`src/rtl/keyboard_scancode_translator_defines.svh`:
```
// Assertion macros for the keyboard scancode translator.
// Included by the modules that carry concurrent assertions; no other dependencies.
`ifndef KEYBOARD_SCANCODE_TRANSLATOR_DEFINES_SVH
`define KEYBOARD_SCANCODE_TRANSLATOR_DEFINES_SVH
`ifndef SYNTH
// same-cycle implication
`define KST_ASSERT_IMP(label, clk, rst_n, ante, cons) \
	label: assert property (@(posedge clk) disable iff (!rst_n) (ante) |-> (cons)) \
		else $error("kst: same-cycle check failed");
// next-cycle implication
`define KST_ASSERT_NEXT(label, clk, rst_n, ante, cons) \
	label: assert property (@(posedge clk) disable iff (!rst_n) (ante) |=> (cons)) \
		else $error("kst: next-cycle check failed");
`else
`define KST_ASSERT_IMP(label, clk, rst_n, ante, cons)
`define KST_ASSERT_NEXT(label, clk, rst_n, ante, cons)
`endif
`endif

```
`src/rtl/kst_pkg.sv`:
```
// Shared types, scan codes, result kinds and layout tables of the scancode translator.
// No dependencies.
package kst_pkg;

	typedef logic [2:0] kind_t;

	// result kinds
	localparam kind_t KIND_CHAR   = 3'd0;
	localparam kind_t KIND_BKSP   = 3'd1;
	localparam kind_t KIND_ENTER  = 3'd2;
	localparam kind_t KIND_FOCUS  = 3'd3;
	localparam kind_t KIND_KBBYTE = 3'd4;

	// set-1 scan codes of interest
	localparam logic [7:0] SC_BACKSPACE    = 8'h0e;
	localparam logic [7:0] SC_TAB          = 8'h0f;
	localparam logic [7:0] SC_ENTER        = 8'h1c;
	localparam logic [7:0] SC_LSHIFT_MAKE  = 8'h2a;
	localparam logic [7:0] SC_RSHIFT_MAKE  = 8'h36;
	localparam logic [7:0] SC_LSHIFT_BREAK = 8'haa;
	localparam logic [7:0] SC_RSHIFT_BREAK = 8'hb6;
	localparam logic [7:0] SC_CAPS_LOCK    = 8'h3a;
	localparam logic [7:0] SC_NUM_LOCK     = 8'h45;
	localparam logic [7:0] SC_SCROLL_LOCK  = 8'h46;
	localparam logic [7:0] SC_ACK          = 8'hfa;
	localparam logic [7:0] SC_RESEND       = 8'hfe;

	// keyboard command and ASCII constants
	localparam logic [7:0] KB_CMD_SET_LEDS = 8'hed;
	localparam logic [7:0] ASCII_BS        = 8'h08;
	localparam logic [7:0] ASCII_LF        = 8'h0a;
	localparam logic [7:0] ASCII_UPPER_A   = 8'h41;
	localparam logic [7:0] ASCII_UPPER_Z   = 8'h5a;
	localparam logic [7:0] CASE_OFFSET     = 8'h20;

	// lock LED bits
	localparam logic [2:0] LED_SCROLL = 3'b001;
	localparam logic [2:0] LED_NUM    = 3'b010;
	localparam logic [2:0] LED_CAPS   = 3'b100;

	// decoded request handed from the front to the command unit
	typedef struct packed {
		logic       ev_valid;
		kind_t      ev_kind;
		logic [7:0] ev_value;
		logic       ev_target;
		logic       push;
		logic [2:0] leds;
		logic       ack;
		logic       resend;
	} op_t;

	// unshifted layout
	function automatic logic [7:0] layout_plain(input logic [6:0] c);
		logic [7:0] r;
		unique case (c)
			7'h02: r = 8'h31;
			7'h03: r = 8'h32;
			7'h04: r = 8'h33;
			7'h05: r = 8'h34;
			7'h06: r = 8'h35;
			7'h07: r = 8'h36;
			7'h08: r = 8'h37;
			7'h09: r = 8'h38;
			7'h0a: r = 8'h39;
			7'h0b: r = 8'h30;
			7'h0c: r = 8'h2d;
			7'h0d: r = 8'h5e;
			7'h10: r = 8'h51;
			7'h11: r = 8'h57;
			7'h12: r = 8'h45;
			7'h13: r = 8'h52;
			7'h14: r = 8'h54;
			7'h15: r = 8'h59;
			7'h16: r = 8'h55;
			7'h17: r = 8'h49;
			7'h18: r = 8'h4f;
			7'h19: r = 8'h50;
			7'h1a: r = 8'h40;
			7'h1b: r = 8'h5b;
			7'h1e: r = 8'h41;
			7'h1f: r = 8'h53;
			7'h20: r = 8'h44;
			7'h21: r = 8'h46;
			7'h22: r = 8'h47;
			7'h23: r = 8'h48;
			7'h24: r = 8'h4a;
			7'h25: r = 8'h4b;
			7'h26: r = 8'h4c;
			7'h27: r = 8'h3b;
			7'h28: r = 8'h3a;
			7'h2b: r = 8'h5d;
			7'h2c: r = 8'h5a;
			7'h2d: r = 8'h58;
			7'h2e: r = 8'h43;
			7'h2f: r = 8'h56;
			7'h30: r = 8'h42;
			7'h31: r = 8'h4e;
			7'h32: r = 8'h4d;
			7'h33: r = 8'h2c;
			7'h34: r = 8'h2e;
			7'h35: r = 8'h2f;
			7'h37: r = 8'h2a;
			7'h39: r = 8'h20;
			7'h47: r = 8'h37;
			7'h48: r = 8'h38;
			7'h49: r = 8'h39;
			7'h4a: r = 8'h2d;
			7'h4b: r = 8'h34;
			7'h4c: r = 8'h35;
			7'h4d: r = 8'h36;
			7'h4e: r = 8'h2b;
			7'h4f: r = 8'h31;
			7'h50: r = 8'h32;
			7'h51: r = 8'h33;
			7'h52: r = 8'h30;
			7'h53: r = 8'h2e;
			7'h73: r = 8'h5c;
			7'h7d: r = 8'h5c;
			default: r = 8'h00;
		endcase
		return r;
	endfunction

	// shifted layout: only the keys that differ from the plain layout
	function automatic logic [7:0] layout_shifted(input logic [6:0] c);
		logic [7:0] r;
		unique case (c)
			7'h02: r = 8'h21;
			7'h03: r = 8'h22;
			7'h04: r = 8'h23;
			7'h05: r = 8'h24;
			7'h06: r = 8'h25;
			7'h07: r = 8'h26;
			7'h08: r = 8'h27;
			7'h09: r = 8'h28;
			7'h0a: r = 8'h29;
			7'h0b: r = 8'h7e;
			7'h0c: r = 8'h3d;
			7'h0d: r = 8'h7e;
			7'h1a: r = 8'h60;
			7'h1b: r = 8'h7b;
			7'h27: r = 8'h2b;
			7'h28: r = 8'h2a;
			7'h2b: r = 8'h7d;
			7'h33: r = 8'h3c;
			7'h34: r = 8'h3e;
			7'h35: r = 8'h3f;
			7'h73: r = 8'h5f;
			7'h7d: r = 8'h7c;
			default: r = layout_plain(c);
		endcase
		return r;
	endfunction

endpackage

```
`src/rtl/kst_ram.sv`:
```
// Generic single-write, single-read RAM with registered read data.
// No dependencies.
module kst_ram #(
	parameter int WIDTH = 8,
	parameter int DEPTH = 32
) (
	input  logic                     clk,
	input  logic                     we,
	input  logic [$clog2(DEPTH)-1:0] waddr,
	input  logic [WIDTH-1:0]         wdata,
	input  logic [$clog2(DEPTH)-1:0] raddr,
	output logic [WIDTH-1:0]         rdata
);

	logic [WIDTH-1:0] mem [DEPTH];

	// write port
	always_ff @(posedge clk) begin
		if (we) begin
			mem[waddr] <= wdata;
		end
	end

	// registered read port
	always_ff @(posedge clk) begin
		rdata <= mem[raddr];
	end

endmodule

```
`src/rtl/kst_front.sv`:
```
// Front of the scancode translator: accepts raw bytes, tracks shift, lock LEDs and
// focus, and turns each byte into a decoded request. Depends on kst_pkg.
module kst_front (
	input  logic           clk,
	input  logic           arst_n,
	input  logic           cfg_we,
	input  logic [2:0]     cfg_wdata,
	input  logic           s_tvalid,
	output logic           s_tready,
	input  logic [7:0]     s_tdata,
	input  logic           q_full,
	output logic           q_push,
	output kst_pkg::op_t   q_op
);

	logic [1:0] shift_q;
	logic [2:0] leds_q;
	logic       focus_q;

	logic [7:0] base_ch;
	logic [7:0] ch;
	logic       is_letter;
	logic       focus_nxt;
	logic [2:0] led_mask;
	logic [1:0] shift_nxt;

	assign s_tready = !q_full;
	assign q_push   = s_tvalid && s_tready;

	// layout lookup and case fix
	always_comb begin
		if (s_tdata[7]) begin
			base_ch = 8'h00;
		end else if (shift_q != 2'b00) begin
			base_ch = kst_pkg::layout_shifted(s_tdata[6:0]);
		end else begin
			base_ch = kst_pkg::layout_plain(s_tdata[6:0]);
		end
		is_letter = (base_ch >= kst_pkg::ASCII_UPPER_A) && (base_ch <= kst_pkg::ASCII_UPPER_Z);
		if (is_letter && (leds_q[2] == (shift_q != 2'b00))) begin
			ch = base_ch + kst_pkg::CASE_OFFSET;
		end else begin
			ch = base_ch;
		end
	end

	// state updates implied by this byte
	always_comb begin
		focus_nxt = focus_q ^ (s_tdata == kst_pkg::SC_TAB);
		led_mask  = 3'b000;
		if (s_tdata == kst_pkg::SC_CAPS_LOCK) begin
			led_mask = kst_pkg::LED_CAPS;
		end
		if (s_tdata == kst_pkg::SC_NUM_LOCK) begin
			led_mask = kst_pkg::LED_NUM;
		end
		if (s_tdata == kst_pkg::SC_SCROLL_LOCK) begin
			led_mask = kst_pkg::LED_SCROLL;
		end
		shift_nxt = shift_q;
		if (s_tdata == kst_pkg::SC_LSHIFT_MAKE) begin
			shift_nxt[0] = 1'b1;
		end
		if (s_tdata == kst_pkg::SC_RSHIFT_MAKE) begin
			shift_nxt[1] = 1'b1;
		end
		if (s_tdata == kst_pkg::SC_LSHIFT_BREAK) begin
			shift_nxt[0] = 1'b0;
		end
		if (s_tdata == kst_pkg::SC_RSHIFT_BREAK) begin
			shift_nxt[1] = 1'b0;
		end
	end

	// classify the byte into a request
	always_comb begin
		q_op           = '0;
		q_op.ev_target = focus_q;
		priority if (ch != 8'h00) begin
			q_op.ev_valid = 1'b1;
			q_op.ev_kind  = kst_pkg::KIND_CHAR;
			q_op.ev_value = ch;
		end else if (s_tdata == kst_pkg::SC_BACKSPACE) begin
			q_op.ev_valid = 1'b1;
			q_op.ev_kind  = kst_pkg::KIND_BKSP;
			q_op.ev_value = kst_pkg::ASCII_BS;
		end else if ((s_tdata == kst_pkg::SC_ENTER) && focus_q) begin
			q_op.ev_valid  = 1'b1;
			q_op.ev_kind   = kst_pkg::KIND_ENTER;
			q_op.ev_value  = kst_pkg::ASCII_LF;
			q_op.ev_target = 1'b1;
		end else if (s_tdata == kst_pkg::SC_TAB) begin
			q_op.ev_valid  = 1'b1;
			q_op.ev_kind   = kst_pkg::KIND_FOCUS;
			q_op.ev_value  = {7'd0, focus_nxt};
			q_op.ev_target = 1'b1;
		end else begin
			q_op.ev_valid = 1'b0;
		end
		q_op.push   = (led_mask != 3'b000);
		q_op.leds   = leds_q ^ led_mask;
		q_op.ack    = (s_tdata == kst_pkg::SC_ACK);
		q_op.resend = (s_tdata == kst_pkg::SC_RESEND);
	end

	// hold keyboard state, advance on each accepted byte
	always_ff @(posedge clk or negedge arst_n) begin
		if (!arst_n) begin
			shift_q <= 2'b00;
			leds_q  <= 3'b000;
			focus_q <= 1'b0;
		end else if (cfg_we) begin
			shift_q <= 2'b00;
			leds_q  <= cfg_wdata;
			focus_q <= 1'b0;
		end else if (q_push) begin
			shift_q <= shift_nxt;
			leds_q  <= leds_q ^ led_mask;
			focus_q <= focus_nxt;
		end
	end

endmodule

```
`src/rtl/kst_opq.sv`:
```
// Two-slot request queue between the front and the command unit.
// Depends on kst_pkg.
module kst_opq (
	input  logic         clk,
	input  logic         arst_n,
	input  logic         clr,
	input  logic         push,
	input  kst_pkg::op_t push_op,
	output logic         full,
	input  logic         pop,
	output logic         head_valid,
	output kst_pkg::op_t head_op
);

	localparam int SLOTS = 2;

	kst_pkg::op_t                 slot_q [SLOTS];
	logic [$clog2(SLOTS)-1:0]     wr_q;
	logic [$clog2(SLOTS)-1:0]     rd_q;
	logic [$clog2(SLOTS+1)-1:0]   cnt_q;

	assign full       = (cnt_q == ($clog2(SLOTS+1))'(SLOTS));
	assign head_valid = (cnt_q != '0);
	assign head_op    = slot_q[rd_q];

	// store payload
	always_ff @(posedge clk) begin
		if (push) begin
			slot_q[wr_q] <= push_op;
		end
	end

	// advance pointers and count
	always_ff @(posedge clk or negedge arst_n) begin
		if (!arst_n) begin
			wr_q  <= '0;
			rd_q  <= '0;
			cnt_q <= '0;
		end else if (clr) begin
			wr_q  <= '0;
			rd_q  <= '0;
			cnt_q <= '0;
		end else begin
			if (push) begin
				wr_q <= wr_q + 1'b1;
			end
			if (pop) begin
				rd_q <= rd_q + 1'b1;
			end
			if (push && !pop) begin
				cnt_q <= cnt_q + 1'b1;
			end else if (pop && !push) begin
				cnt_q <= cnt_q - 1'b1;
			end
		end
	end

endmodule

```
`src/rtl/kst_back.sv`:
```
// Command unit of the scancode translator: emits events, keeps the keyboard command
// queue, ack wait and resend. Depends on kst_pkg, kst_ram and the defines header.
`include "keyboard_scancode_translator_defines.svh"
module kst_back #(
	parameter int DEPTH = 32
) (
	input  logic          clk,
	input  logic          arst_n,
	input  logic          cfg_we,
	input  logic [2:0]    cfg_wdata,
	input  logic          op_valid,
	input  kst_pkg::op_t  op,
	output logic          op_pop,
	output logic          m_tvalid,
	input  logic          m_tready,
	output logic [15:0]   m_tdata,
	output logic [2:0]    m_tuser,
	output logic          m_tlast
);

	localparam int PW = $clog2(DEPTH);
	localparam int CW = $clog2(DEPTH + 1);
	localparam logic [PW-1:0] LAST_SLOT = PW'(DEPTH - 1);
	localparam logic [CW-1:0] FULL_CNT  = CW'(DEPTH);

	localparam logic [1:0] ST_FIRST = 2'd0;
	localparam logic [1:0] ST_PUSH2 = 2'd1;
	localparam logic [1:0] ST_READ  = 2'd2;
	localparam logic [1:0] ST_SEND  = 2'd3;

	logic [1:0]    st_q, st_d;
	logic          awaiting_q;
	logic [7:0]    outstanding_q;
	logic [PW-1:0] rptr_q, wptr_q;
	logic [CW-1:0] cnt_q;
	logic          init0_q, init1_q;
	logic [2:0]    init_leds_q;

	logic          out_valid_q;
	kst_pkg::kind_t out_kind_q;
	logic [7:0]    out_value_q;
	logic          out_target_q;
	logic          out_last_q;

	logic          out_free;
	logic          room;
	logic          want_pop;
	logic          ram_we;
	logic [7:0]    ram_wdata;
	logic [7:0]    ram_rdata;
	logic [7:0]    pop_value;
	logic          pop_go;
	logic          ack_clr;
	logic          emit;
	kst_pkg::kind_t e_kind;
	logic [7:0]    e_value;
	logic          e_target;
	logic          e_last;

	kst_ram #(
		.WIDTH (8),
		.DEPTH (DEPTH)
	) u_cmd_ram (
		.clk   (clk),
		.we    (ram_we),
		.waddr (wptr_q),
		.wdata (ram_wdata),
		.raddr (rptr_q),
		.rdata (ram_rdata)
	);

	assign out_free = !out_valid_q || m_tready;
	assign room     = (cnt_q != FULL_CNT);
	assign want_pop = (cnt_q != '0) && !(awaiting_q && !op.ack);

	// the two preloaded entries read from flags until overwritten
	always_comb begin
		if ((rptr_q == '0) && init0_q) begin
			pop_value = kst_pkg::KB_CMD_SET_LEDS;
		end else if ((rptr_q == PW'(1)) && init1_q) begin
			pop_value = {5'd0, init_leds_q};
		end else begin
			pop_value = ram_rdata;
		end
	end

	// sequence one request
	always_comb begin
		st_d      = st_q;
		ram_we    = 1'b0;
		ram_wdata = kst_pkg::KB_CMD_SET_LEDS;
		op_pop    = 1'b0;
		pop_go    = 1'b0;
		ack_clr   = 1'b0;
		emit      = 1'b0;
		e_kind    = op.ev_kind;
		e_value   = op.ev_value;
		e_target  = op.ev_target;
		e_last    = 1'b1;
		unique case (st_q)
			ST_FIRST: begin
				if (op_valid) begin
					ack_clr = op.ack;
					if (op.push) begin
						ram_we = room;
						st_d   = ST_PUSH2;
					end else if (op.ev_valid) begin
						if (out_free) begin
							emit   = 1'b1;
							e_last = !want_pop;
							if (want_pop) begin
								st_d = ST_SEND;
							end else begin
								op_pop = 1'b1;
							end
						end
					end else if (op.resend && awaiting_q) begin
						if (out_free) begin
							emit     = 1'b1;
							e_kind   = kst_pkg::KIND_KBBYTE;
							e_value  = outstanding_q;
							e_target = 1'b0;
							op_pop   = 1'b1;
						end
					end else if (want_pop) begin
						st_d = ST_SEND;
					end else begin
						op_pop = 1'b1;
					end
				end
			end
			ST_PUSH2: begin
				ram_we    = room;
				ram_wdata = {5'd0, op.leds};
				if (((cnt_q != '0) || room) && !awaiting_q) begin
					st_d = ST_READ;
				end else begin
					op_pop = 1'b1;
					st_d   = ST_FIRST;
				end
			end
			ST_READ: begin
				st_d = ST_SEND;
			end
			ST_SEND: begin
				if (out_free) begin
					emit     = 1'b1;
					e_kind   = kst_pkg::KIND_KBBYTE;
					e_value  = pop_value;
					e_target = 1'b0;
					pop_go   = 1'b1;
					op_pop   = 1'b1;
					st_d     = ST_FIRST;
				end
			end
		endcase
	end

	// command queue, ack wait and sequencer state
	always_ff @(posedge clk or negedge arst_n) begin
		if (!arst_n) begin
			st_q          <= ST_FIRST;
			awaiting_q    <= 1'b0;
			outstanding_q <= 8'h00;
			rptr_q        <= '0;
			wptr_q        <= PW'(2);
			cnt_q         <= CW'(2);
			init0_q       <= 1'b1;
			init1_q       <= 1'b1;
			init_leds_q   <= 3'b000;
		end else if (cfg_we) begin
			st_q          <= ST_FIRST;
			awaiting_q    <= 1'b0;
			outstanding_q <= 8'h00;
			rptr_q        <= '0;
			wptr_q        <= PW'(2);
			cnt_q         <= CW'(2);
			init0_q       <= 1'b1;
			init1_q       <= 1'b1;
			init_leds_q   <= cfg_wdata;
		end else begin
			st_q <= st_d;
			if (ack_clr) begin
				awaiting_q <= 1'b0;
			end
			if (ram_we) begin
				wptr_q <= (wptr_q == LAST_SLOT) ? '0 : wptr_q + 1'b1;
				cnt_q  <= cnt_q + 1'b1;
				if (wptr_q == '0) begin
					init0_q <= 1'b0;
				end
				if (wptr_q == PW'(1)) begin
					init1_q <= 1'b0;
				end
			end
			if (pop_go) begin
				rptr_q        <= (rptr_q == LAST_SLOT) ? '0 : rptr_q + 1'b1;
				cnt_q         <= cnt_q - 1'b1;
				awaiting_q    <= 1'b1;
				outstanding_q <= pop_value;
			end
		end
	end

	// output register: load on emit, drop once taken
	always_ff @(posedge clk or negedge arst_n) begin
		if (!arst_n) begin
			out_valid_q <= 1'b0;
		end else if (cfg_we) begin
			out_valid_q <= 1'b0;
		end else if (emit) begin
			out_valid_q <= 1'b1;
		end else if (m_tready) begin
			out_valid_q <= 1'b0;
		end
	end

	always_ff @(posedge clk) begin
		if (emit) begin
			out_kind_q   <= e_kind;
			out_value_q  <= e_value;
			out_target_q <= e_target;
			out_last_q   <= e_last;
		end
	end

	assign m_tvalid = out_valid_q;
	assign m_tdata  = {7'd0, out_target_q, out_value_q};
	assign m_tuser  = out_kind_q;
	assign m_tlast  = out_last_q;

`KST_ASSERT_IMP(a_empty_ptrs_meet, clk, arst_n, cnt_q == '0, rptr_q == wptr_q)
`KST_ASSERT_IMP(a_send_has_entry, clk, arst_n, st_q == ST_SEND, cnt_q != '0)
`KST_ASSERT_IMP(a_send_not_waiting, clk, arst_n, st_q == ST_SEND, !awaiting_q)
`KST_ASSERT_NEXT(a_send_arms_wait, clk, arst_n, pop_go && !cfg_we, awaiting_q)

endmodule

```
`src/rtl/keyboard_scancode_translator.sv`:
```
// Set-1 keyboard scancode translator. Each raw byte is taken by the front when the queue
// has room; the front tracks shift, lock LEDs and focus and decodes the byte into a
// request held in a two-slot queue. For a lock key the command unit writes 0xED and the
// LED byte into the command RAM and, unless an ack is awaited, reads the RAM and then
// sends a queued byte; the single-write-port RAM and its registered read make these
// separate steps. Other requests emit their event and may also pop a queued command
// byte. Results leave through an output register, so new bytes are accepted while a
// result waits. The two bytes preloaded at reset (0xED, initial LEDs) need no clearing
// pass: they are served from flags until overwritten. Writing cfg_wdata restarts all state.
// Depends on kst_pkg, kst_front, kst_opq and kst_back.
module keyboard_scancode_translator #(
	parameter int CMD_QUEUE_DEPTH = 32
) (
	input  logic        clk,
	input  logic        arst_n,
	input  logic        cfg_we,
	input  logic [2:0]  cfg_wdata,  // initial_lock_leds
	input  logic        s_tvalid,
	output logic        s_tready,
	input  logic [7:0]  s_tdata,    // [7:0] scan_code
	output logic        m_tvalid,
	input  logic        m_tready,
	output logic [15:0] m_tdata,    // [7:0] value, [8] target, [15:9] zero
	output logic [2:0]  m_tuser,    // [2:0] kind
	output logic        m_tlast     // last
);

	logic         q_full;
	logic         q_push;
	kst_pkg::op_t q_op;
	logic         head_valid;
	kst_pkg::op_t head_op;
	logic         head_pop;

	kst_front u_front (
		.clk       (clk),
		.arst_n    (arst_n),
		.cfg_we    (cfg_we),
		.cfg_wdata (cfg_wdata),
		.s_tvalid  (s_tvalid),
		.s_tready  (s_tready),
		.s_tdata   (s_tdata),
		.q_full    (q_full),
		.q_push    (q_push),
		.q_op      (q_op)
	);

	kst_opq u_opq (
		.clk        (clk),
		.arst_n     (arst_n),
		.clr        (cfg_we),
		.push       (q_push),
		.push_op    (q_op),
		.full       (q_full),
		.pop        (head_pop),
		.head_valid (head_valid),
		.head_op    (head_op)
	);

	kst_back #(
		.DEPTH (CMD_QUEUE_DEPTH)
	) u_back (
		.clk       (clk),
		.arst_n    (arst_n),
		.cfg_we    (cfg_we),
		.cfg_wdata (cfg_wdata),
		.op_valid  (head_valid),
		.op        (head_op),
		.op_pop    (head_pop),
		.m_tvalid  (m_tvalid),
		.m_tready  (m_tready),
		.m_tdata   (m_tdata),
		.m_tuser   (m_tuser),
		.m_tlast   (m_tlast)
	);

endmodule
```
`config.mk`:
```
export PLATFORM = sky130hd
export DESIGN_NAME = keyboard_scancode_translator
export DESIGN_NICKNAME = d
export VERILOG_FILES = /design/src/rtl/kst_pkg.sv /design/src/rtl/kst_ram.sv /design/src/rtl/kst_front.sv /design/src/rtl/kst_opq.sv /design/src/rtl/kst_back.sv /design/src/rtl/keyboard_scancode_translator.sv
export VERILOG_INCLUDE_DIRS = /design/src /design/src/rtl
export SDC_FILE = /design/constraint.sdc
export NUM_CORES = 1
export LEC_CHECK = 0
export ABC_AREA = 1
export ABC_CLOCK_PERIOD_IN_PS = 3300
export BUFFER_PORTS_ARGS = -buffer_cell sky130_fd_sc_hd__buf_2
export CELL_PAD_IN_SITES_DETAIL_PLACEMENT = 0
export CELL_PAD_IN_SITES_GLOBAL_PLACEMENT = 1
export CORE_MARGIN = 1
export CORE_UTILIZATION = 49
export DETAILED_ROUTE_END_ITERATION = 16
export PLACE_DENSITY_LB_ADDON = 0.05
export SYNTH_ARGS = -nofsm -noshare
export SYNTH_HDL_FRONTEND = slang
export SYNTH_SLANG_ARGS = --single-unit
```
`constraint.sdc`:
```
create_clock -name clk -period 3.3 [get_ports clk]
set_input_delay 0 -clock clk [delete_from_list [all_inputs] [get_ports clk]]
set_output_delay 0 -clock clk [all_outputs]
set_load 0.05 [all_outputs]
```
# Word-level counts from Yosys, hierarchy flattened
# Memories as Yosys holds them, arrays and structs flattened. A register that Yosys moved wholly into a read port is not among the register bits.
# Index checks and enable logic that the tools add are counted.
# Widths: inputs -> output; s select.
dict set report totals {
  ff_bits 56
  output_inout_bits 22
  wordCells 249
  memories 4
  inputBits 16
  ramBits 294
  romBits 1792
}
dict set report classes {
  mux 110
  add_sub_neg 9
  eq_ne 48
  reduce_logical 49
  bitwise 6
  n_lt_le_gt_ge 2
}
# memory words word_bits read_ports rd_ports_with_merged_regs wr line
set memory_table {}
lappend memory_table {{(name not given)} 128 7 1 0 0 kst_pkg.sv:56} ;# unique case (c)
lappend memory_table {{(name not given)} 128 7 1 0 0 kst_pkg.sv:56}
lappend memory_table {u_back.u_cmd_ram.mem 32 8 1 1 1 kst_ram.sv:15} ;# logic [WIDTH-1:0] mem [DEPTH];
lappend memory_table {u_opq.slot_q 2 19 1 0 1 kst_opq.sv:17} ;# kst_pkg::op_t slot_q [SLOTS];
# op count
set ops {}
lappend ops {{$pmux 8 s21} 1}
lappend ops {{$mux 8} 14}
lappend ops {{$mux 1} 51}
lappend ops {{$eq 7x4->1 const B} 6}
lappend ops {{$eq 7x6->1 const B} 6}
lappend ops {{$eq 8x8->1 const B} 4}
lappend ops {{$mux 3} 10}
lappend ops {{$mux 5} 6}
lappend ops {{$eq 7x3->1 const B} 4}
lappend ops {{$mux 2} 14}
lappend ops {{$eq 8x6->1 const B} 3}
lappend ops {{$mux 12} 2}
lappend ops {{$reduce_bool 3->1} 7}
lappend ops {{$mux 6} 3}
lappend ops {{$eq 8x4->1 const B} 2}
lappend ops {{$eq 8x7->1 const B} 2}
lappend ops {{$pmux 8 s2} 1}
lappend ops {{$reduce_bool 2->1} 8}
lappend ops {{$eq 7x2->1 const B} 2}
lappend ops {{$eq 7x5->1 const B} 2}
lappend ops {{$eq 7x7->1 const B} 2}
lappend ops {{$mux 13} 1}
lappend ops {{$logic_and 1x1->1} 12}
lappend ops {{$mux 11} 1}
lappend ops {{other kinds (37)} 60}

# Longest topological paths before layout
# Gate-level depths: netlist of run 1.
# An unclocked memory read counts as a cell.
dict set report depth {
  depth_word 15
  depth_mapped 25
  depth_no_buf 25
}

# Modules after synthesis
# From an unflattened synthesis of run 1, not the netlist that was laid out.
dict set report unflattened {
  hier_cells 1795
  hier_area_um2 17405.4
}
# module cells_per_inst seq_area_each_um2 area_each_um2 instances
set modules_own_cells {}
lappend modules_own_cells {kst_ram 922 7847.5 10786.6 1}
lappend modules_own_cells {kst_back 364 1221.2 2817.7 1}
lappend modules_own_cells {kst_front 418 150.1 2133.3 1}
lappend modules_own_cells {kst_opq 91 1241.2 1667.8 1}

# Worst setup path after synthesis of run 1
# No wires, ideal clock.
dict set report synth_path {
  path_type {input -> register}
  start {input s_tdata[1]}
  end {memory u_opq.slot_q[0][6] (netlist bit) (data pin)}
  setup_ns 0.257
  path_stages 19
  n_path_buf 1
  slack_ns 0.675
  arrival_ns 2.369
  t_required_ns 3.043
  path_cell_list {inv_1 > ha_1 > clkbuf_1 > nand3_1 > nand2_1 > nand2_1 > nand2_1 > nor2_2 > nand3_4 > nand2_4 > nor3_1 > nor2_4 > ha_1 > a21oi_2 > nand3_1 > nand2_2 > nand3_2 > nand2_1 > nand2_1}
}
# element line
set synth_rtl {}
lappend synth_rtl {{start: declaration} keyboard_scancode_translator.sv:20} ;# input logic [7:0] s_tdata,
lappend synth_rtl {{end: declaration} kst_opq.sv:17}

# Worst setup path in the final report of run 1
dict set report layout_path {
  start {register u_opq.rd_q}
  end {register u_back.out_value_q[1] (data pin)}
}
dict set report layout_between {
  elab_chain_cells 7
  word_cells_on_any_way 9
  cone_classes {mux: 7; reduce/logical: 1; memory: 1}
}
# element line
set layout_lines {}
lappend layout_lines {{start: declaration} kst_opq.sv:19} ;# logic [$clog2(SLOTS)-1:0] rd_q;
lappend layout_lines {{start signal: assignment} kst_opq.sv:48} ;# rd_q <= rd_q + 1'b1;
lappend layout_lines {{$mem_v2 2x19 (*)} -}
lappend layout_lines {{$mux 8 or $logic_and 1x1->1 (tied branches)} {kst_back.sv:118, kst_back.sv:117}}
lappend layout_lines {{$mux 8} kst_back.sv:117} ;# end else if (op.resend && awaiting_q) begin
lappend layout_lines {{$mux 8} kst_back.sv:107} ;# end else if (op.ev_valid) begin
lappend layout_lines {{$mux 8} kst_back.sv:104} ;# if (op.push) begin
lappend layout_lines {{$mux 8} kst_back.sv:102} ;# if (op_valid) begin
lappend layout_lines {{$pmux 8 s2 (*)} kst_back.sv:100} ;# unique case (st_q)
lappend layout_lines {{named net u_back.e_value[1]} kst_back.sv:56} ;# logic [7:0] e_value;
lappend layout_lines {{end signal: assignment} kst_back.sv:221} ;# out_value_q <= e_value;
lappend layout_lines {{end: declaration} kst_back.sv:41} ;# logic [7:0] out_value_q;
# The timed path passes the listed nets; every way through them passes the cells marked *.
# A chain may end at the register's enable or synchronous reset.

==> summary.md, run 1 <==
| Metric | Value |
|---|---|
| Initial antenna violation count | `0` |
| Worst Skew | `just under 0.01 ns` |
| Crit end category | `flop` |
| Unrepaired setup endpoints after global routing | `no` |
| Commonest cells in the synthesized netlist | `258 x nand2_1, 177 x edfxtp_1, 174 x nor2_1, 125 x o21ai_0, 101 x inv_1` |
| Mapped cell area | `0.01129 mm²` |
| Num CTS Buffers | `23` |
| Placeable Area | `0.02264 mm²` |
| DRT iter0 DRCs | `~670` |
| Total number of vias | `8,637` |
| Max_cap viols | `0` |
| N_diodes | `0` |
| First-pass GRT wire length | `between 40,000 and 50,000 µm` |
| Multi-input gate area | `around 0.0043 mm²` |
| Die W | `around 150 µm` |
| Starting Density | `49.85%` |
| Area delta synth->final | `11.66%` |
| Worst slew margin | `a little under two fifths` |
| Main synth FF type | `edfxtp_1` |
| Die Ht | `roughly 150 µm` |
| Final Slew Violations | `0` |
| Pre-CTS setup slack | `roughly 0.33 ns` |
| All-Layer GR Usage | `25.17%` |
| Pwr dens | `a little under 700 mW/mm²` |
| Number of top-level pins | `38` |
| CTS H-tree lvls | `1` |
| GR Overflow Total | `0` |
| Seq/Total Area, Yosys | `between 50% and 60%` |
| Clock transition at path regs | `around 0.060 ns` |
| Post-synth EDFFs | `177` |
| Layout cells sized above 1 | `a little under a tenth` |
| Syn Area/Cell | `around 9.2 µm²` |
| LEAKAGE | `slightly above 0.005 µW` |
| Critical Setup Path Class | `flop to flop` |
| NumNets Final | `1,312` |
| Num rows | `55` |
| FF+latch count, synth | `220` |
| ANT nets after route | `0` |
| Vias per cell | `about 5.5` |
| Gates resized, CTS repair | `0` |
| Skew-Pair Late Insertion Delay | `between 0.5 and 0.6 ns` |
| Sink Count | `220` |
| 1st-pass router iterations | `6` |
| Outcome | `complete, no violations` |
| Period utilization | `roughly 83%` |
| HPWL after DPL | `around 20,000 µm` |
| Count leader, synth | `nand2_1` |
| Yosys cell types | `52` |
| I/O Buffers | `30` |
| Clock root buffer | `clkbuf_16` |
| # DRC | `0` |
| Req. time, crit path | `around 3.5 ns` |
| Top-area cell type share of the netlist area | `a little under half` |
| Clk buf depth | `3` |
| Worst-margin pin slew | `~0.95 ns` |
| Hold Vio Cnt, Final | `0` |
| Wirelength per Cell | `roughly 18 µm` |
| YS warnings | `0` |
| Max IR drop VDD | `461.4 µV` |
| Die area | `approximately 0.024 mm²` |
| Top cells by area, synth | `edfxtp_1 47%, nand2_1 8.6%, dfrtp_1 7.8%, nor2_1 5.8%, o21ai_0 5.5%` |
| Post-synthesis cell count | `1,222` |
| Fmax | `between 0.3 and 0.4 GHz` |
| Async S/R FF share, synth | `~18%` |
| Setup crit start kind | `flop` |
| Clock tree from TritonCTS | `yes` |
| Fin crit period | `~2.7 ns` |
| Largest net degree at the start of global routing | `65` |
| FF+latch area | `roughly 0.0064 mm²` |
| Post-route setup TNS | `0 ns` |
| Final wirelength | `about 29,000 µm` |
| # setup viols final | `0` |
| CP arrival | `2.94 ns` |
| # fillers | `2,084` |
| Worst setup margin | `between 0.5 and 0.6 ns` |
| Hold Path Class | `primary input to flop` |
| Cell taking the most area after synthesis | `edfxtp_1` |
| Number of global-route vias before repair | `about 8,500` |
| GPL Wtd Cong | `roughly 0.9` |
| CP Max Fanout | `8` |
[logic make-up (layout without fill, tap and decap cells)]
logic type                 count (synthesis)  after routing  synth area share, %
xor gates and xnor gates                  10             10               0.7761
DFF                                      220            220                56.50
buffers and inverters                    158            212                5.665
muxes                                      7              7               0.6209
and+or+nand+nor                          583            583                22.06
AOI/OAI and AO/OA                        212            212                10.84
other                                      1              7              0.03323
adders and majority gates                 31             31                3.503
[cells in the final DEF, fill, tap and decap left out, drive strengths merged, types with 2 or more instances in the layout]
cell type / instances
dfstp: 4
nor4: 4
o31ai: 2
o211ai: 9
xor2: 8
nand4: 20
clkinvlp: 4
o21ai: 126
dfxtp: 4
conb: 7
clkbuf: 31
xnor2: 2
bufinv: 2
nand3b: 3
inv: 104
mux2i: 7
nand2: 265
dfrtp: 35
a21oi: 24
o221ai: 15
nand3: 94
edfxtp: 177
dlygate4sd3: 8
nor3: 12
buf: 55
ha: 30
clkinv: 8
nor2: 184
o22ai: 23
[per-stage QoR]
stage               area [µm²]  power (µW)  hold WS [ns]  std cells  utilization [%]
CTS                      12600        8648       0.04326       1567            55.66
global route             12600        9035       0.05895       1567            55.66
detailed placement       11770        6065        0.1977       1517            51.98
finish                   12600        8561       0.02716       1567            55.66
floorplan                11310        5309       -0.2956       1228                -
global placement         11770        6063        0.2077       1517            51.98
[where the power goes]
group	switching (µW)	leakage, µW	internal [µW]
clock	1040	0.000358	1510
sequential	149	0.00214	3550
combinational	1710	0.00256	595
[metal layers]
metal | track usage, % | wire length, µm | vias up
met2 | 43.92 | 14120 | 214
met1 | 33.63 | 12830 | 4097
met3 | 2.818 | 1187 | 37
met5 | 0 | 0 | -
met4 | 5.952 | 489 | 0
li1 | - | - | 4289
[flip-flops by register name, summed over array words and instances (netlist names), 3 cells and up]
signal	count
u_back.outstanding_q	4
u_back.rptr_q	5
u_back.wptr_q	5
u_back.u_cmd_ram.mem	128
u_front.leds_q	3
u_opq.slot_q	36
u_back.init_leds_q	3
u_back.u_cmd_ram.rdata	4
u_back.cnt_q	6
u_back.out_value_q	8
u_back.m_tuser	3
[what timing repair did]
| action | CTS | global route |
|---|---|---|
| hold buffers | 8 | 0 |
| buffers inserted | 0 | 0 |
| hold endpoints to repair | 48 | 0 |
[final timing paths]
kind                            slack [ns]  depth (start not counted)            from                     to
worst min-delay path                  0.03                          4        s_tvalid     u_front.shift_q[1]
worst max register to register        0.57                         14      u_opq.rd_q  u_back.out_value_q[1]
worst max-delay path                  0.57                         14      u_opq.rd_q  u_back.out_value_q[1]
worst min register to register        0.48                          2  u_back.init1_q         u_back.init1_q
min in group asynchronous             0.18                          2          arst_n        u_back.cnt_q[0]
max in group asynchronous             2.48                          2          arst_n       u_back.rptr_q[0]
[final cells by class]
cell class,count,share of cell area (%)
clock buffers,31,5.044
inverters,107,3.187
multi-input cells,850,34.08
clock inverters,11,0.9333
repair buffers,63,3.316
well taps,285,2.830
flip-flops and latches,220,50.61
[worst max-delay path, cell delays in order, from the launching register on]
cell and delay [ns]:
dfrtp_1 0.48, inv_1 0.16, buf_4 0.20, nand2_1 0.06, nand2_1 0.11, inv_1 0.10
nand2_1 0.07, nor2_1 0.09, inv_1 0.04, nor2_1 0.20, inv_1 0.13, nand2_1 0.07
inv_1 0.05, nor2_1 0.43, o221ai_1 0.23
(Power assumes the default switching activity.)
==> run 2: changes to the inputs <==
ABC_CLOCK_PERIOD_IN_PS = 2300   (was 3300)
CORE_UTILIZATION = 44   (was 49)
clock period = 2.3 ns   (was 3.3 ns; I/O delays follow)
==> run 2 against run 1 <==
Compared with the run above:
- clock skew increased by 0.015 ns
- via count increased by 5.0%
- sequential share of layout area decreased by 4.5 points
- combinational power increased by 65%
- critical path depth decreased by 2
- die area increased by 11%
- core utilization decreased by 0.73 points
- register-to-register slack got worse by 0.41 ns
- flip-flop and latch count unchanged
- first-iteration DRC count increased by 4.4%
- count of clock-buffer cells in the layout unchanged
==> summary.md, run 2 (synthesis results as in run 1) <==
| Metric | Value |
|---|---|
| Skew-Pair Late Insertion Delay | `0.53 ns` |
| GPL Wtd Cong | `a little under 0.9` |
| Final wirelength | `30,080 µm` |
| Most frequent cells in the layout | `249 x nand2_1, 177 x edfxtp_1, 164 x nor2_1` |
| Outcome | `complete, no violations` |
| Unrepaired setup endpoints after global routing | `yes` |
| Critical Setup Path Class | `flop to flop` |
| Area delta synth->final | `22.57%` |
| LEAKAGE | `0.005697 µW` |
| Number of top-level pins | `38` |
| WHS Path Cells | `5` |
| Fmax | `about 0.47 GHz` |
| Fin crit period | `approximately 2.1 ns` |
| Setup crit start kind | `flop` |
| Worst R2R Path Depth | `12` |
| Initial antenna violation count | `0` |
| Fin Hold WS | `0.01665 ns` |
| CP arrival | `2.56 ns` |
| Hold Path Class | `primary input to flop` |
| NumNets Final | `~1,400` |
| Largest register FFs | `roughly 130` |
| Worst path cell trace | `ha_1 -> inv_2 -> nor2_1 -> buf_4 -> ha_1 -> nand3_1 -> nand3_1 -> nand2_1 -> nand2_1 -> a21oi_1 -> xor2_1 -> o21ai_0` |
| Final Slew Violations | `0` |
| DRT iter0 DRCs | `between 600 and 700` |
| ANT nets after route | `0` |
| Worst path top cell family by delay | `adder cells` |
| Layout cells sized above 1 | `approximately a fifth` |
| CP Max Fanout | `5` |
| Commonest non-fill, non-tap cell in the layout | `nand2_1` |
| Die W | `approximately 160 µm` |
| Setup slack, reg-to-reg | `around 0.16 ns` |
| Clock transition at path regs | `around 0.06 ns` |
| Crit path to | `u_back.cnt_q[5]` |
| Power Total | `12,700 µW` |
| Hold Vio Cnt, Final | `0` |
| Pre-CTS setup slack | `-0.4047 ns` |
| GR Overflow Total | `0` |
| Die area | `roughly 0.026 mm²` |
| Starting Density | `between 40% and 50%` |
| Num CTS Buffers | `25` |
| Worst slew margin | `51.26%` |
| # setup viols final | `0` |
| Req. time, crit path | `between 2 and 3 ns` |
| Clock tree from TritonCTS | `yes` |
| HPWL after DPL | `around 21,000 µm` |
| All-Layer GR Usage | `a little under a quarter` |
| Die Ht | `162.2 µm` |
| Clk buf depth | `3` |
| Clock root buffer | `clkbuf_16` |
| Biggest register | `u_back.u_cmd_ram.mem` |
| I/O Buffers | `30` |
| Buf/Inv on CP | `2` |
| N_diodes | `0` |
| Worst-margin pin slew | `0.7288 ns` |
| 1st-pass router iterations | `5` |
| Final Util | `approximately 55%` |
| Wirelength per Cell | `about 17 µm` |
| Worst reg2reg path startpoint | `u_back.st_q[1]` |
| Crit end category | `flop` |
| # DRC | `0` |
| Number of global-route vias before repair | `8,793` |
| Worst path depth | `12` |
| CTS H-tree lvls | `1` |
| Largest net degree at the start of global routing | `67` |
| Vias per cell | `5.220` |
| Pwr dens | `between 900 and 1000 mW/mm²` |
| Placeable Area | `between 0.02 and 0.03 mm²` |
| R2r endpoint | `u_back.cnt_q[5]` |
| Biggest regs | `u_back.u_cmd_ram.mem: 128 flops, u_opq.slot_q: 36 flops, u_back.out_value_q: 8 flops` |
| Total number of vias | `between 9,000 and 10,000` |
| Period utilization | `between 90% and 100%` |
| Worst setup path start | `u_back.st_q[1]` |
| First-pass GRT wire length | `47,410 µm` |
| Worst Skew | `approximately 0.025 ns` |
| Delay of the slowest critical-path stage | `between 0.4 and 0.5 ns` |
| Sink Count | `220` |
| Worst path slowest cell | `dfrtp_1` |
| Num rows | `just under 60` |
| Worst setup margin | `roughly 0.16 ns` |
| Max_cap viols | `0` |
| Max IR drop VDD | `a little under 600 µV` |
[run 2: layout make-up]
type / count / area, µm²
fill: 2286 / 11350
inverter: 107 / 406.6
multi-input combinational: 850 / 4482
sequential: 220 / 6379
clock buffer: 31 / 648.1
tap: 330 / 412.9
timing repair buffer: 183 / 1409
clock inverter: 15 / 92.59
timing repair inverter: 1 / 3.754
[run 2: layer usage]
layer	global-route usage [%]	routed length (µm)	up-vias
li1	-	-	4526
met1	31.15	13660	4309
met2	40.17	14600	190
met3	2.630	1152	43
met4	6.175	674	0
met5	0	0	-
[run 2: timing repair]
action	in CTS	in global routing
cloned	0	1
hold buffers	9	0
pin swaps	0	6
setup buffers	0	1
gates resized for setup	1	31
endpoints found under the setup margin	4	53
endpoints found under the hold margin	57	0
[run 2: power breakdown]
part	leakage, µW	internal (µW)	switching, µW
clock network	0.000361	2010	1560
logic	0.00320	1230	2590
registers	0.00214	5100	200
total	0.00570	8340	4360
[run 2: stage by stage]
step / cells / TNS [ns] / cell area (µm²)
floorplan: 1228 / -0.1209 / 11400
global placement: 1680 / -6.970 / 12880
detailed placement: 1680 / -6.722 / 12880
CTS: 1735 / 0 / 13720
global route: 1737 / -0.02481 / 13830
finish: 1737 / 0 / 13830
[run 2: worst min-delay path by stage]
| stage | start | end | slack [ns] |
|---|---|---|---|
| after floorplan | arst_n | u_back.awaiting_q | -0.30 |
| after global placement | arst_n | u_back.cnt_q[4] | 0.0007 |
| after detailed placement | arst_n | u_back.cnt_q[2] | 0.01 |
| after CTS | s_tdata[6] | u_front.shift_q[0] | 0.009 |
| after global routing | s_tvalid | u_front.leds_q[1] | 0.05 |
| final | s_tdata[6] | u_front.shift_q[0] | 0.02 |
[run 2: worst reg2reg max path, delay by kind of cell, from the launching register on]
family                   cells  cell delay (ns)
AO/OA/AOI/OAI                2             0.25
XOR/XNOR                     1             0.15
adder cells (fa/ha/maj)      2             0.57
buffers and inverters        2             0.24
flip-flops                   1             0.43
AND/OR/NAND/NOR              5             0.39
==> run 3: changes to the inputs <==
CORE_UTILIZATION = 46   (was 44)
CTS_BUF_LIST = sky130_fd_sc_hd__clkbuf_8   (was default)
==> run 3 against run 2 <==
Compared with the run above:
- combinational power decreased by 3%
- via count increased by 1.8%
- final cell count increased by 0.75%
- global-route usage increased by 1.0 points
- core utilization increased by 3.2 points
- final area decreased by 0.20%
- clock power decreased by 12%
- first-iteration DRC count decreased by 26%
- count of clock-buffer cells in the layout increased by 9
- wire length decreased by 0.79%
- worst setup slack got worse by 0.0088 ns
- critical path type is now primary input to flop
- critical endpoint is now u_opq.slot_q[0][12]
- largest power group unchanged
- highest routed layer unchanged
==> summary.md, run 3 (synthesis results as in run 1) <==
| Metric | Value |
|---|---|
| Area delta synth->final | `22.33%` |
| Num rows | `56` |
| HPWL after DPL | `20,930 µm` |
| Clk buf depth | `3` |
| Fin crit period | `~2.2 ns` |
| Most frequent cells in the layout | `245 x nand2_1, 177 x edfxtp_1, 164 x nor2_1` |
| Part of the power in registers | `a little over two fifths` |
| Non-filler cells, final | `roughly 1,800` |
| Critical Setup Path Class | `primary input to flop` |
| I/O Buffers | `30` |
| Hold Vio Cnt, Final | `0` |
| Fin Hold WS | `roughly 0.029 ns` |
| Clock transition at path regs | `approximately 0.060 ns` |
| Layout cells sized above 1 | `21.24%` |
| Largest register FFs | `~130` |
| Clock root buffer | `clkbuf_8` |
| Pwr dens | `just under 900 mW/mm²` |
| Starting Density | `a little under half` |
| Worst path cell trace | `buf_2 -> clkinvlp_4 -> ha_4 -> nand3_1 -> nand2_1 -> nand2_1 -> nand3_1 -> nor2_4 -> nand3_4 -> nand2_4 -> nand2_1 -> nand3_1 -> nand2_1 -> nor2_1 -> nand2_1 -> nand2_1 -> nand2_2 -> nand2_2 -> nand2_2 -> nand2_4 -> buf_4 -> buf_4 -> inv_1` |
| Placed cell count | `between 1,500 and 2,000` |
| Number of top-level pins | `38` |
| Max IR drop VDD | `about 740 µV` |
| Initial antenna violation count | `0` |
| Worst setup margin | `0.1472 ns` |
| Clock tree from TritonCTS | `yes` |
| Worst path slowest cell | `ha_4` |
| # setup viols final | `0` |
| Number of global-route vias before repair | `slightly below 9,000` |
| Total number of vias | `9,233` |
| N_diodes | `0` |
| Biggest regs | `u_back.u_cmd_ram.mem: 128 flops, u_opq.slot_q: 36 flops, u_back.out_value_q: 8 flops` |
| ANT nets after route | `0` |
| Die Ht | `approximately 160 µm` |
| Vias per cell | `approximately 5.3` |
| Req. time, crit path | `around 2.6 ns` |
| Period utilization | `93.60%` |
| DRT iter0 DRCs | `a little over 500` |
| Largest net degree at the start of global routing | `70` |
| Biggest register | `u_back.u_cmd_ram.mem` |
| All-Layer GR Usage | `between 20% and 30%` |
| CP arrival | `about 2.4 ns` |
| Die area | `between 0.02 and 0.03 mm²` |
| Pre-CTS setup slack | `-0.4312 ns` |
| Skew-Pair Late Insertion Delay | `~0.53 ns` |
| 1st-pass router iterations | `5` |
| Post-route cell area | `0.01381 mm²` |
| Sw Share | `a little over a third` |
| Clock Power Share | `between 20% and 30%` |
| Most common cell on crit path | `nand2_1` |
| Worst Skew | `between 0.02 and 0.025 ns` |
| Sink Count | `between 200 and 250` |
| Worst-margin pin slew | `0.6277 ns` |
| Placeable Area | `0.02375 mm²` |
| CTS H-tree lvls | `2` |
| GR Overflow Total | `0` |
| Sw power | `4294 µW` |
| GPL Wtd Cong | `a little over 0.9` |
| Outcome | `complete, no violations` |
| Wirelength per Cell | `17.05 µm` |
| Post-route setup TNS | `0 ns` |
| CP Max Fanout | `8` |
| Worst path top cell family by delay | `simple AND/OR/NAND/NOR gates` |
| Placed cell areas | `0.01287 mm²` |
| Final Slew Violations | `0` |
| Num CTS Buffers | `37` |
| Buf/Inv on CP | `5` |
| First-pass GRT wire length | `46,660 µm` |
| Crit end category | `flop` |
| Delay of the slowest critical-path stage | `between 0.2 and 0.25 ns` |
| Worst slew margin | `between 50% and 60%` |
| Setup crit start kind | `primary input` |
| Die W | `158.6 µm` |
| Final wirelength | `slightly below 30,000 µm` |
| Commonest non-fill, non-tap cell in the layout | `nand2_1` |
| LEAKAGE | `about 0.0057 µW` |
| Hold Path Class | `primary input to flop` |
| # DRC | `0` |
| Logic pwr share | `a little under a third` |
| Power Internal | `slightly below 8000 µW` |
| Fmax | `~0.46 GHz` |
| Max_cap viols | `0` |
| NumNets Final | `about 1,500` |
-- run 3: cell types whose count changed in the layout (fill, tap and decap cells not counted), moves of 3 or more --
cell,change
clkbuf_1,-6
clkbuf_16,-25
clkbuf_8,+40
clkinv_1,+3
inv_1,+11
nand2_1,-4
nand2_2,+3
nand3_1,-5
nand3_2,+5
-- run 3: final cells by class --
cell class,instances,area (µm²)
repair inverters,1,3.754
well taps,319,399.1
clock buffers,40,550.5
repair buffers,186,1425
fillers,2123,9947
flip-flops and latches,220,6379
clock inverters,27,120.1
inverters,107,407.9
multi-input cells,850,4521
-- run 3: per-layer routing --
metal  share of wire (%)  GRT usage [%]  vias up  wire [µm]
li1                    -              -     4566          -
met1                  45          32.02     4398      13440
met2                  48          41.50      201      14410
met3                 3.9          3.103       68       1177
met4                 2.7          8.013        0        817
met5                   0              0        -          0
-- run 3: power groups by stage --
| stage | sequential, µW | clock (µW) | combinational [µW] |
|---|---|---|---|
| after floorplan | 5560 | 0 | 2080 |
| after global placement | 5380 | 0 | 3660 |
| after detailed placement | 5370 | 0 | 3660 |
| after CTS | 5310 | 3250 | 3690 |
| after global routing | 5350 | 3420 | 4110 |
| final | 5310 | 3160 | 3710 |
-- run 3: worst reg2reg max path: stages, from the launching register on --
cell and delay [ns]:
dfrtp_1 0.41, nor2_4 0.19, inv_4 0.08, nand2_4 0.11, nand2_1 0.08, nand3_1 0.09, nand2_1 0.07, nor2_1 0.10
nand2_1 0.08, nand2_1 0.08, nand2_2 0.07, nand2_2 0.08, nand2_2 0.08, nand2_4 0.12, buf_4 0.12, buf_4 0.10
inv_1 0.04
-- run 3: what timing repair did --
action	in CTS	in global routing
pin swaps	0	14
gates resized for setup	1	45
cloned	0	1
endpoints found under the setup margin	2	34
setup buffers	0	2
hold endpoints to repair	57	0
hold buffers	10	0
-- run 3: final timing paths --
kind / start / end / slack (ns) / cells after the start
setup / recovery: s_tdata[1] / u_opq.slot_q[0][12] / 0.15 / 23
hold / removal: s_tvalid / u_front.leds_q[1] / 0.03 / 3
setup reg to reg: u_front.shift_q[1] / u_opq.slot_q[0][12] / 0.15 / 16
hold reg to reg: u_back.init0_q / u_back.init0_q / 0.49 / 2
max in group asynchronous: arst_n / u_back.cnt_q[4] / 1.07 / 4
min in group asynchronous: arst_n / u_back.cnt_q[1] / 0.56 / 3
-- run 3: metrics by stage --
| stage | power [µW] | utilization [%] |
|---|---|---|
| 3_3_place_gp | 9040 | 54.17 |
| 4_1_cts | 12250 | 57.42 |
| 6_report | 12190 | 58.12 |
| 2_1_floorplan | 7636 | - |
| 5_1_grt | 12880 | 58.12 |
| 3_5_place_dp | 9031 | 54.17 |
